File: src/rtl/nqm_pkg.sv
`timescale 1ns / 1ps

package nqm_pkg;

	// field widths
	localparam int ADC_W    = 12;
	localparam int WAVE_W   = 13;
	localparam int MAG_W    = 12;
	localparam int SAMPLE_W = 16;
	localparam int CFG_W    = 16;
	localparam int SEL_W    = 3;

	typedef logic signed [ADC_W-1:0]    adc_t;
	typedef logic signed [WAVE_W-1:0]   wave_t;
	typedef logic        [MAG_W-1:0]    mag_t;
	typedef logic signed [SAMPLE_W-1:0] sample_t;
	typedef logic        [CFG_W-1:0]    cfg_data_t;
	typedef logic        [SEL_W-1:0]    sel_t;
	typedef logic                       cfg_index_t;

	// register indexes
	localparam cfg_index_t REG_PHASE_INCREMENT = 1'b0;
	localparam cfg_index_t REG_SOURCE_SELECT   = 1'b1;

	// register reset values
	localparam cfg_data_t PHASE_INCREMENT_RST = 16'd4194;
	localparam sel_t      SOURCE_SELECT_RST   = 3'd0;

	// source select codes
	localparam sel_t SEL_ADC    = 3'd0;
	localparam sel_t SEL_SINE   = 3'd1;
	localparam sel_t SEL_COSINE = 3'd2;
	localparam sel_t SEL_I      = 3'd3;
	localparam sel_t SEL_Q      = 3'd4;
	localparam sel_t SEL_FILT_I = 3'd5;
	localparam sel_t SEL_FILT_Q = 3'd6;
	localparam sel_t SEL_IQ     = 3'd7;

	// pi in Q60 and the table amplitude
	localparam logic [63:0] PI_Q60    = 64'h3243F6A8885A308D;
	localparam mag_t        AMPLITUDE = 12'd2048;

	// series denominators (2i)(2i+1), indexed by term number i
	localparam logic [15:1][9:0] SERIES_DEN = {
		10'd930, 10'd812, 10'd702, 10'd600, 10'd506,
		10'd420, 10'd342, 10'd272, 10'd210, 10'd156,
		10'd110, 10'd72,  10'd42,  10'd20,  10'd6
	};

	// (a*b) >> 60, kept to 64 bits
	function automatic logic [63:0] mul_q60(input logic [63:0] a, input logic [63:0] b);
		logic [127:0] prod;
		prod = {64'd0, a} * {64'd0, b};
		return prod[123:60];
	endfunction

	// trunc(2048*sin(pi/2 * r / 2^qb)), series in Q60, elaboration only
	function automatic mag_t quarter_mag(input int unsigned r, input int unsigned qb);
		logic [63:0] qsize;
		logic [63:0] half_pi;
		logic [63:0] rr;
		logic [63:0] x;
		logic [63:0] x2;
		logic [63:0] term;
		logic [63:0] sum;
		logic [63:0] res;
		qsize   = 64'd1 << qb;
		half_pi = PI_Q60 >> 1;
		rr      = 64'(r);
		if (rr == 64'd0)
			return '0;
		if (rr >= qsize)
			return AMPLITUDE;
		x    = (half_pi >> qb) * rr + (((half_pi & (qsize - 64'd1)) * rr) >> qb);
		x2   = mul_q60(x, x);
		term = x;
		sum  = x;
		for (int i = 1; i <= 15; i++) begin
			term = mul_q60(term, x2) / 64'(SERIES_DEN[i]);
			if ((i % 2) == 1)
				sum = sum - term;
			else
				sum = sum + term;
		end
		res = sum >> 49;
		return res[MAG_W-1:0];
	endfunction

endpackage

File: src/rtl/nqm_in_if.sv
`timescale 1ns / 1ps

interface nqm_in_if;
	import nqm_pkg::*;

	logic valid;
	logic ready;
	adc_t adc_sample;

	modport source (output valid, output adc_sample, input ready);
	modport sink (input valid, input adc_sample, output ready);
endinterface

File: src/rtl/nqm_out_if.sv
`timescale 1ns / 1ps

interface nqm_out_if;
	import nqm_pkg::*;

	logic    valid;
	logic    ready;
	sample_t sample_out;
	logic    last_of_item;

	modport source (output valid, output sample_out, output last_of_item, input ready);
	modport sink (input valid, input sample_out, input last_of_item, output ready);
endinterface

File: src/rtl/nqm_phase.sv
`timescale 1ns / 1ps

module nqm_phase #(
	parameter int PHASE_BITS      = 16,
	parameter int TABLE_ADDR_BITS = 10
) (
	input  logic                       clk,
	input  logic                       arst_n,
	input  nqm_pkg::cfg_data_t         phase_increment,
	nqm_in_if.sink                     adc,
	output logic                       addr_valid,
	input  logic                       addr_ready,
	output logic [TABLE_ADDR_BITS-1:0] addr,
	output nqm_pkg::adc_t              addr_adc
);
	import nqm_pkg::*;

	logic [PHASE_BITS-1:0]                 acc_q;
	logic [PHASE_BITS-1:0]                 acc_next;
	logic [PHASE_BITS+CFG_W-1:0]           inc_wide;
	logic [PHASE_BITS+TABLE_ADDR_BITS-1:0] addr_wide;
	logic                                  valid_s1;
	logic [TABLE_ADDR_BITS-1:0]            addr_s1;
	adc_t                                  adc_s1;
	logic                                  take;

	// increment fitted to the accumulator width, then the new phase
	assign inc_wide  = {{PHASE_BITS{1'b0}}, phase_increment};
	assign acc_next  = acc_q + inc_wide[PHASE_BITS-1:0];
	// top address bits of the phase, zero filled when the phase is narrower
	assign addr_wide = {acc_next, {TABLE_ADDR_BITS{1'b0}}};

	assign adc.ready = !valid_s1 || addr_ready;
	assign take      = adc.valid && adc.ready;

	// phase accumulator advances on each input transfer
	always_ff @(posedge clk or negedge arst_n) begin
		if (!arst_n) begin
			acc_q <= '0;
		end else if (take) begin
			acc_q <= acc_next;
		end
	end

	// first stage valid
	always_ff @(posedge clk or negedge arst_n) begin
		if (!arst_n) begin
			valid_s1 <= 1'b0;
		end else if (adc.ready) begin
			valid_s1 <= adc.valid;
		end
	end

	// first stage payload
	always_ff @(posedge clk) begin
		if (take) begin
			addr_s1 <= addr_wide[PHASE_BITS+TABLE_ADDR_BITS-1:PHASE_BITS];
			adc_s1  <= adc.adc_sample;
		end
	end

	assign addr_valid = valid_s1;
	assign addr       = addr_s1;
	assign addr_adc   = adc_s1;

	a_acc_step: assert property (@(posedge clk) disable iff (!arst_n)
		take |=> acc_q == $past(acc_next))
		else $error("phase accumulator did not advance by the increment");

	a_s1_hold: assert property (@(posedge clk) disable iff (!arst_n)
		valid_s1 && !addr_ready |=> valid_s1 && $stable(addr_s1) && $stable(adc_s1))
		else $error("first stage lost its item while stalled");

endmodule

File: src/rtl/nqm_sine_lut.sv
`timescale 1ns / 1ps

module nqm_sine_lut #(
	parameter int TABLE_ADDR_BITS = 10
) (
	input  logic                       clk,
	input  logic                       arst_n,
	input  logic                       addr_valid,
	output logic                       addr_ready,
	input  logic [TABLE_ADDR_BITS-1:0] addr,
	input  nqm_pkg::adc_t              addr_adc,
	output logic                       wave_valid,
	input  logic                       wave_ready,
	output nqm_pkg::wave_t             sine,
	output nqm_pkg::wave_t             cosine,
	output nqm_pkg::adc_t              wave_adc
);
	import nqm_pkg::*;

	localparam int QB    = TABLE_ADDR_BITS - 2;
	localparam int QSIZE = 1 << QB;

	mag_t          quarter_tab [QSIZE];
	logic [1:0]    quad_s;
	logic [1:0]    quad_c;
	logic [QB-1:0] r;
	logic [QB:0]   arg_s;
	logic [QB:0]   arg_c;
	mag_t          mag_s;
	mag_t          mag_c;
	wave_t         sine_d;
	wave_t         cosine_d;
	logic          valid_s2;
	wave_t         sine_s2;
	wave_t         cosine_s2;
	adc_t          adc_s2;

	// quarter wave table, folded to constants
	for (genvar k = 0; k < QSIZE; k++) begin : g_tab
		assign quarter_tab[k] = quarter_mag(k, QB);
	end

	// quadrant split; cosine sits one quadrant further on
	assign quad_s = addr[TABLE_ADDR_BITS-1:TABLE_ADDR_BITS-2];
	assign quad_c = quad_s + 2'd1;
	assign r      = addr[QB-1:0];

	// mirrored index in odd quadrants, top of the quarter is full scale
	always_comb begin
		arg_s    = quad_s[0] ? ((QB+1)'(QSIZE) - {1'b0, r}) : {1'b0, r};
		arg_c    = quad_c[0] ? ((QB+1)'(QSIZE) - {1'b0, r}) : {1'b0, r};
		mag_s    = arg_s[QB] ? AMPLITUDE : quarter_tab[arg_s[QB-1:0]];
		mag_c    = arg_c[QB] ? AMPLITUDE : quarter_tab[arg_c[QB-1:0]];
		sine_d   = quad_s[1] ? -$signed({1'b0, mag_s}) : $signed({1'b0, mag_s});
		cosine_d = quad_c[1] ? -$signed({1'b0, mag_c}) : $signed({1'b0, mag_c});
	end

	assign addr_ready = !valid_s2 || wave_ready;

	// second stage valid
	always_ff @(posedge clk or negedge arst_n) begin
		if (!arst_n) begin
			valid_s2 <= 1'b0;
		end else if (addr_ready) begin
			valid_s2 <= addr_valid;
		end
	end

	// second stage payload
	always_ff @(posedge clk) begin
		if (addr_ready && addr_valid) begin
			sine_s2   <= sine_d;
			cosine_s2 <= cosine_d;
			adc_s2    <= addr_adc;
		end
	end

	assign wave_valid = valid_s2;
	assign sine       = sine_s2;
	assign cosine     = cosine_s2;
	assign wave_adc   = adc_s2;

endmodule

File: src/rtl/nqm_mixer.sv
`timescale 1ns / 1ps

module nqm_mixer (
	input  logic            clk,
	input  logic            arst_n,
	input  nqm_pkg::sel_t   source_select,
	input  logic            wave_valid,
	output logic            wave_ready,
	input  nqm_pkg::wave_t  sine,
	input  nqm_pkg::wave_t  cosine,
	input  nqm_pkg::adc_t   wave_adc,
	nqm_out_if.source       mixed
);
	import nqm_pkg::*;

	localparam int PROD_W = WAVE_W + ADC_W;

	logic signed [PROD_W-1:0] prod_i;
	logic signed [PROD_W-1:0] prod_q;
	logic signed [PROD_W-1:0] adj_i;
	logic signed [PROD_W-1:0] adj_q;
	sample_t                  iv;
	sample_t                  qv;
	sample_t                  first_d;
	logic                     two_d;
	logic                     valid_s3;
	sample_t                  first_s3;
	sample_t                  q_s3;
	logic                     two_s3;
	logic                     sent_q;
	logic                     final_now;
	logic                     advance;

	// mixing products, divided by 256 with truncation toward zero
	always_comb begin
		prod_i = sine * wave_adc;
		prod_q = cosine * wave_adc;
		adj_i  = prod_i + (prod_i[PROD_W-1] ? PROD_W'(255) : PROD_W'(0));
		adj_q  = prod_q + (prod_q[PROD_W-1] ? PROD_W'(255) : PROD_W'(0));
		iv     = adj_i[SAMPLE_W+7:8];
		qv     = adj_q[SAMPLE_W+7:8];
	end

	// source selection
	always_comb begin
		two_d = 1'b0;
		unique case (source_select) inside
			SEL_ADC:              first_d = {{(SAMPLE_W-ADC_W){wave_adc[ADC_W-1]}}, wave_adc};
			SEL_SINE:             first_d = {{(SAMPLE_W-WAVE_W){sine[WAVE_W-1]}}, sine};
			SEL_COSINE:           first_d = {{(SAMPLE_W-WAVE_W){cosine[WAVE_W-1]}}, cosine};
			SEL_I, SEL_FILT_I:    first_d = iv;
			SEL_Q, SEL_FILT_Q:    first_d = qv;
			SEL_IQ: begin
				first_d = iv;
				two_d   = 1'b1;
			end
			default:              first_d = iv;
		endcase
	end

	// result register frees once its final result is transferred
	assign final_now  = !two_s3 || sent_q;
	assign advance    = !valid_s3 || (mixed.ready && final_now);
	assign wave_ready = advance;

	// result register control; sent_q marks I gone in the I and Q mode
	always_ff @(posedge clk or negedge arst_n) begin
		if (!arst_n) begin
			valid_s3 <= 1'b0;
			two_s3   <= 1'b0;
			sent_q   <= 1'b0;
		end else if (advance) begin
			valid_s3 <= wave_valid;
			two_s3   <= wave_valid && two_d;
			sent_q   <= 1'b0;
		end else if (mixed.ready) begin
			sent_q   <= 1'b1;
		end
	end

	// result payload
	always_ff @(posedge clk) begin
		if (advance && wave_valid) begin
			first_s3 <= first_d;
			q_s3     <= qv;
		end
	end

	assign mixed.valid        = valid_s3;
	assign mixed.sample_out   = sent_q ? q_s3 : first_s3;
	assign mixed.last_of_item = final_now;

	a_sent_iq: assert property (@(posedge clk) disable iff (!arst_n)
		sent_q |-> valid_s3 && two_s3)
		else $error("second result pending outside the I and Q mode");

	a_q_follows: assert property (@(posedge clk) disable iff (!arst_n)
		mixed.valid && mixed.ready && !mixed.last_of_item |=>
			mixed.valid && mixed.last_of_item && sent_q)
		else $error("Q result did not follow the I result");

endmodule

File: src/rtl/nco_quadrature_mixer.sv
`timescale 1ns / 1ps

// NCO and quadrature mixer for a signed 12-bit converter stream.
// Input channel adc carries one sample per transfer; output channel mixed
// carries sample_out and last_of_item, chosen by source_select (sample, sine,
// cosine, I, Q, or I then Q as two transfers with the second marked last).
// Configuration: wr_en with wr_index 0 sets phase_increment, index 1 sets
// source_select; write only while no item is in flight.
// Each item passes the first stage, second stage and result registers before
// its first result is offered. Throughput: one item per cycle while the
// receiver does not stall; in the I and Q mode the single result register
// delivers both values in turn and takes no new item until Q is transferred.
// Pipeline: phase accumulate, sine/cosine quarter-wave lookup, mix and select.
// Reset clears the phase accumulator, empties the pipeline and loads the
// register defaults (increment 4194, raw sample output).
// When the receiver stalls the result register holds and each stage keeps its
// item, so adc.ready drops once all three stages are full.
module nco_quadrature_mixer #(
	parameter int PHASE_BITS      = 16,
	parameter int TABLE_ADDR_BITS = 10
) (
	input  logic                 clk,
	input  logic                 arst_n,
	input  logic                 wr_en,
	input  nqm_pkg::cfg_index_t  wr_index,
	input  nqm_pkg::cfg_data_t   wr_data,
	nqm_in_if.sink               adc,
	nqm_out_if.source            mixed
);
	import nqm_pkg::*;

	cfg_data_t                  phase_increment_q;
	sel_t                       source_select_q;
	logic                       addr_valid;
	logic                       addr_ready;
	logic [TABLE_ADDR_BITS-1:0] addr;
	adc_t                       addr_adc;
	logic                       wave_valid;
	logic                       wave_ready;
	wave_t                      sine;
	wave_t                      cosine;
	adc_t                       wave_adc;

	// configuration registers
	always_ff @(posedge clk or negedge arst_n) begin
		if (!arst_n) begin
			phase_increment_q <= PHASE_INCREMENT_RST;
			source_select_q   <= SOURCE_SELECT_RST;
		end else if (wr_en) begin
			unique case (wr_index)
				REG_PHASE_INCREMENT: phase_increment_q <= wr_data;
				REG_SOURCE_SELECT:   source_select_q   <= wr_data[SEL_W-1:0];
				default: ;
			endcase
		end
	end

	// phase accumulator and first stage
	nqm_phase #(
		.PHASE_BITS      (PHASE_BITS),
		.TABLE_ADDR_BITS (TABLE_ADDR_BITS)
	) u_phase (
		.clk             (clk),
		.arst_n          (arst_n),
		.phase_increment (phase_increment_q),
		.adc             (adc),
		.addr_valid      (addr_valid),
		.addr_ready      (addr_ready),
		.addr            (addr),
		.addr_adc        (addr_adc)
	);

	// sine and cosine lookup
	nqm_sine_lut #(
		.TABLE_ADDR_BITS (TABLE_ADDR_BITS)
	) u_lut (
		.clk        (clk),
		.arst_n     (arst_n),
		.addr_valid (addr_valid),
		.addr_ready (addr_ready),
		.addr       (addr),
		.addr_adc   (addr_adc),
		.wave_valid (wave_valid),
		.wave_ready (wave_ready),
		.sine       (sine),
		.cosine     (cosine),
		.wave_adc   (wave_adc)
	);

	// mixing, selection and result register
	nqm_mixer u_mixer (
		.clk           (clk),
		.arst_n        (arst_n),
		.source_select (source_select_q),
		.wave_valid    (wave_valid),
		.wave_ready    (wave_ready),
		.sine          (sine),
		.cosine        (cosine),
		.wave_adc      (wave_adc),
		.mixed         (mixed)
	);

endmodule

File: src/flat_wrapper.sv
// flat-port wrapper written by rule: the top's interface ports become plain ports
module nco_quadrature_mixer_flat import nqm_pkg::*;
#(
	parameter int PHASE_BITS      = 16,
	parameter int TABLE_ADDR_BITS = 10
)
  (clk, arst_n, wr_en, wr_index, wr_data, adc_valid, adc_adc_sample, adc_ready, mixed_valid, mixed_sample_out, mixed_last_of_item, mixed_ready);
  nqm_in_if adc_i ();
  nqm_out_if mixed_i ();
  input  logic clk;
  input  logic arst_n;
  input  logic wr_en;
  input  nqm_pkg::cfg_index_t wr_index;
  input  nqm_pkg::cfg_data_t wr_data;
  input wire logic [$bits(adc_i.valid)-1:0] adc_valid;
  input wire logic [$bits(adc_i.adc_sample)-1:0] adc_adc_sample;
  output wire logic [$bits(adc_i.ready)-1:0] adc_ready;
  output wire logic [$bits(mixed_i.valid)-1:0] mixed_valid;
  output wire logic [$bits(mixed_i.sample_out)-1:0] mixed_sample_out;
  output wire logic [$bits(mixed_i.last_of_item)-1:0] mixed_last_of_item;
  input wire logic [$bits(mixed_i.ready)-1:0] mixed_ready;
  assign adc_i.valid = adc_valid;
  assign adc_i.adc_sample = adc_adc_sample;
  assign adc_ready = adc_i.ready;
  assign mixed_valid = mixed_i.valid;
  assign mixed_sample_out = mixed_i.sample_out;
  assign mixed_last_of_item = mixed_i.last_of_item;
  assign mixed_i.ready = mixed_ready;
  nco_quadrature_mixer #(.PHASE_BITS(PHASE_BITS), .TABLE_ADDR_BITS(TABLE_ADDR_BITS)) u_core (.clk(clk), .arst_n(arst_n), .wr_en(wr_en), .wr_index(wr_index), .wr_data(wr_data), .adc(adc_i), .mixed(mixed_i));
endmodule
File: config.mk
export PLATFORM = sky130hd
export DESIGN_NAME = nco_quadrature_mixer_flat
export DESIGN_NICKNAME = d
export VERILOG_FILES = /design/src/rtl/nqm_pkg.sv /design/src/rtl/nqm_in_if.sv /design/src/rtl/nqm_out_if.sv /design/src/rtl/nqm_phase.sv /design/src/rtl/nqm_sine_lut.sv /design/src/rtl/nqm_mixer.sv /design/src/rtl/nco_quadrature_mixer.sv /design/src/flat_wrapper.sv
export SDC_FILE = /design/constraint.sdc
export NUM_CORES = 1
export LEC_CHECK = 0
export ABC_AREA = 0
export BUFFER_PORTS_ARGS = -buffer_cell sky130_fd_sc_hd__buf_2
export CAP_MARGIN = 20
export CORE_MARGIN = 1.5
export CORE_UTILIZATION = 25
export CTS_CLUSTER_SIZE = 40
export DETAILED_ROUTE_END_ITERATION = 12
export MAX_ROUTING_LAYER = met4
export PLACE_DENSITY = 0.51
export RECOVER_POWER = 50
export SLEW_MARGIN = 20
export SYNTH_ARGS = -nofsm -noshare
export SYNTH_HDL_FRONTEND = slang
export SYNTH_SLANG_ARGS = --single-unit
File: constraint.sdc
create_clock -name clk -period 21.2 [get_ports clk]
set_input_delay 3.18 -clock clk [delete_from_list [all_inputs] [get_ports clk]]
set_output_delay 3.18 -clock clk [all_outputs]
set_load 0.1 [all_outputs]
==> metrics.txt <==
class of the tightest hold or removal check flop to flop; setup tns final 0 ns; Top-Level Pins 53; critical path startpoint category flop; Crit Path Category flop to flop; family with the most delay on the worst path adder cells; flip-flop cell with the highest count after synthesis sky130_fd_sc_hd__edfxtp_1; count of cell types in the netlist around 120; Clk Latency, worst-skew pair ~0.44 ns; slew of the pin with the lowest slew margin 2.58 ns; Routed Antenna Nets 0; fraction of final layout cells with drive strength greater than 1 7.49%; area inside the core boundary approximately 0.1 mm²; Max stage delay on crit path 1.08 ns; average instance area after synthesis 8.32 µm²; total number of clock tree sinks 132; cell type contributing the most total cell area after synthesis sky130_fd_sc_hd__fa_1; number of non-filler instances in the completed layout between 4,000 and 5,000; synthesized instance count 3,080; f_max roughly 0.11 GHz; number of antenna violations at the first check in global routing 3; GR Util All Layers approximately 16%; number of hold buffers added after CTS 0; maximum clock skew at final layout 0.0137 ns; clk root buf sky130_fd_sc_hd__clkbuf_16; DRC violation count after routing 0; data required time of the worst path 21.38 ns; sum of buffers and inverters on the critical path 1; sequential share of the synthesized area 14.7%; Clock Pin Slew Worst Setup and Hold Paths 0.06 ns; most common cell type on the critical path sky130_fd_sc_hd__fa_1; overall die area 0.104 mm²; total global routing overflow 0; Detailed Routing Iterations Pass 1 6; final slew viol count 113; Final Routed Wirelength 80.2 mm; vias in the first global route roughly 22,000; Final Wtd Congestion 0.917; post-synthesis net count 3,564; unrepaired setup endpoints after global routing no; mean routed wirelength per cell approximately 18 µm; asr flop ratio synth 30.3%; height of the chip 323 µm; level count of the clock H-tree 4; number of core rows 117; failing checks capacitance limit, slew limit; detailed placement HPWL 60.1 mm; iteration-0 DRC count of the detailed router 2,050; commonest cells in the synthesized netlist sky130_fd_sc_hd__nand2_1, sky130_fd_sc_hd__inv_1, sky130_fd_sc_hd__fa_1; largest driver fanout on the critical path 27; cell area after technology mapping 0.0256 mm²; final worst path period share 43.7%; number of buffer cells added on primary ports 52; Clock Tree Buf Depth 2; highest-delay cell along the critical path sky130_fd_sc_hd__edfxtp_1; kind of capture point of the worst setup path flop; share of the synthesized area in the top cell type a little under a quarter; number of setup buffers added after CTS 0; Initial Utilization between 20% and 30%; Net count, final 3,461; number of gates resized after CTS 0; via count of the routed design roughly 22,000; FILL cells 11,002; number of flip-flops and latches in the synthesized netlist 132; pin count of the biggest net entering global routing 74; most common cell in the synthesized netlist sky130_fd_sc_hd__nand2_1; min Tclk post-route 9.26 ns; via count normalized by instance count 5.10; # placed instances 4,326; number of synthesized flops with an enable pin 92; overall die width 323 µm; endpoint arrival time on the critical path between 9 and 10 ns; total of warnings raised by yosys 0; CTS Buf Count 17; status complete, but fails checks; final count of negative-setup-slack endpoints 0; CTS tree done; Area Overhead vs Synth 7.15%; endpoints failing hold 0; normalized max-slew margin -72.1%; wire length of the first global-routing pass ~130 mm; leading cell types by total area after synthesis sky130_fd_sc_hd__fa_1, sky130_fd_sc_hd__edfxtp_1, sky130_fd_sc_hd__ha_1; max-cap violation count 3
==> path summary, 6_finish.rpt <==
path                            slack (ns)  depth (start not counted)                   startpoint                          end
worst max register to register       11.94                         25     u_core.u_lut.wave_adc[4]  u_core.u_mixer.first_s3[11]
worst min-delay path                  0.42                          0  u_core.u_phase.addr_adc[10]    u_core.u_lut.wave_adc[10]
max in group asynchronous            16.63                          1                       arst_n     u_core.u_phase.acc_q[13]
worst min register to register        0.42                          0  u_core.u_phase.addr_adc[10]    u_core.u_lut.wave_adc[10]
min in group asynchronous             3.36                          1                       arst_n  u_core.phase_increment_q[7]
worst max-delay path                 11.94                         25     u_core.u_lut.wave_adc[4]  u_core.u_mixer.first_s3[11]
==> through the flow <==
stage / setup WS [ns] / hold WS, ns / instance area, µm² / utilization [%]
after global routing: 11.33 / 0.423 / 27500 / 27.0
after global placement: 12.07 / 0.403 / 26900 / 26.4
after CTS: 11.90 / 0.420 / 27500 / 27.0
final: 11.94 / 0.421 / 27500 / 27.0
after detailed placement: 11.98 / 0.405 / 26900 / 26.4
after floorplan: 13.25 / 0.400 / 25600 / -
==> sequential cells by signal (all words and copies together) (netlist names), 3 cells and up <==
signal / cells
u_core.u_phase.addr_adc: 12
u_core.u_phase.acc_q: 16
u_core.u_mixer.first_s3: 16
u_core.u_phase.addr: 10
u_core.phase_increment_q: 16
u_core.u_lut.wave_adc: 12
u_core.u_lut.cosine: 13
u_core.source_select_q: 3
u_core.u_mixer.q_s3: 16
u_core.u_lut.sine: 13
==> kinds of logic (layout without fill, tap and decap cells) <==
logic type	count (synthesis)	count (layout)	synth area share, %
adders and majority gates	450	450	30.7
other	0	1	0
xor gates and xnor gates	128	128	4.46
and+or+nand+nor	980	980	18.4
buffers and inverters	623	533	10.2
muxes	54	54	2.34
AOI/OAI and AO/OA	713	713	19.3
DFF	132	132	14.7
==> cells in the final DEF (no fill, tap or decap), drive strengths merged, types with 37 or more instances in the layout <==
cell type,netlist,final
fa,297,297
nor2,164,164
ha,153,153
xor2,37,37
nand2,412,412
o21ai,145,145
mux2,38,38
edfxtp,92,92
a211oi,45,45
o211ai,41,41
inv,405,410
buf,93,86
a21oi,152,152
and2,119,119
xnor2,91,91
nor3,64,64
nand3,53,53
==> metal layers <==
| layer | GRT usage [%] | up-vias | share of wire (%) |
|---|---|---|---|
| met4 | 6.05 | 0 | 3.9 |
| met1 | 21.1 | 10939 | 44 |
| li1 | - | 10298 | - |
| met5 | - | - | 0 |
| met3 | 1.52 | 159 | 5.8 |
| met2 | 24.9 | 829 | 46 |
==> layout make-up <==
type	count	area [µm²]	share of cell area (%)
Multi-Input combinational cell	2325	19300	70.2
Clock buffer	17	425	1.55
Timing Repair Buffer	95	567	2.06
Tap cell	1368	1710	6.23
Clock inverter	15	171	0.624
Inverter	406	1530	5.57
Sequential cell	132	3770	13.7
Antenna cell	1	2.50	0.00911
==> worst register-to-register path, stage by stage (launching register included) <==
cell	delay (ns)
sky130_fd_sc_hd__edfxtp_1	1.08
sky130_fd_sc_hd__nand2_1	0.19
sky130_fd_sc_hd__fa_1	0.55
sky130_fd_sc_hd__inv_1	0.05
sky130_fd_sc_hd__fa_1	0.45
sky130_fd_sc_hd__ha_1	0.33
sky130_fd_sc_hd__fa_1	0.51
sky130_fd_sc_hd__fa_1	0.50
sky130_fd_sc_hd__ha_1	0.40
sky130_fd_sc_hd__a21o_1	0.19
sky130_fd_sc_hd__a21o_1	0.19
sky130_fd_sc_hd__o21ai_0	0.47
sky130_fd_sc_hd__a2111oi_0	0.20
sky130_fd_sc_hd__a221o_1	0.33
sky130_fd_sc_hd__nor2_1	0.12
sky130_fd_sc_hd__xor2_1	0.54
sky130_fd_sc_hd__ha_1	0.26
sky130_fd_sc_hd__nand4_1	0.12
sky130_fd_sc_hd__nor3_1	0.35
sky130_fd_sc_hd__or4b_2	0.61
sky130_fd_sc_hd__mux2i_1	0.41
sky130_fd_sc_hd__or2_2	0.25
sky130_fd_sc_hd__and3_1	0.31
sky130_fd_sc_hd__nand2_1	0.11
sky130_fd_sc_hd__xnor2_1	0.14
sky130_fd_sc_hd__a221o_1	0.33
Power is not shown: default switching activity piles up to over one toggle a cycle in this logic, so the estimate is an artifact.
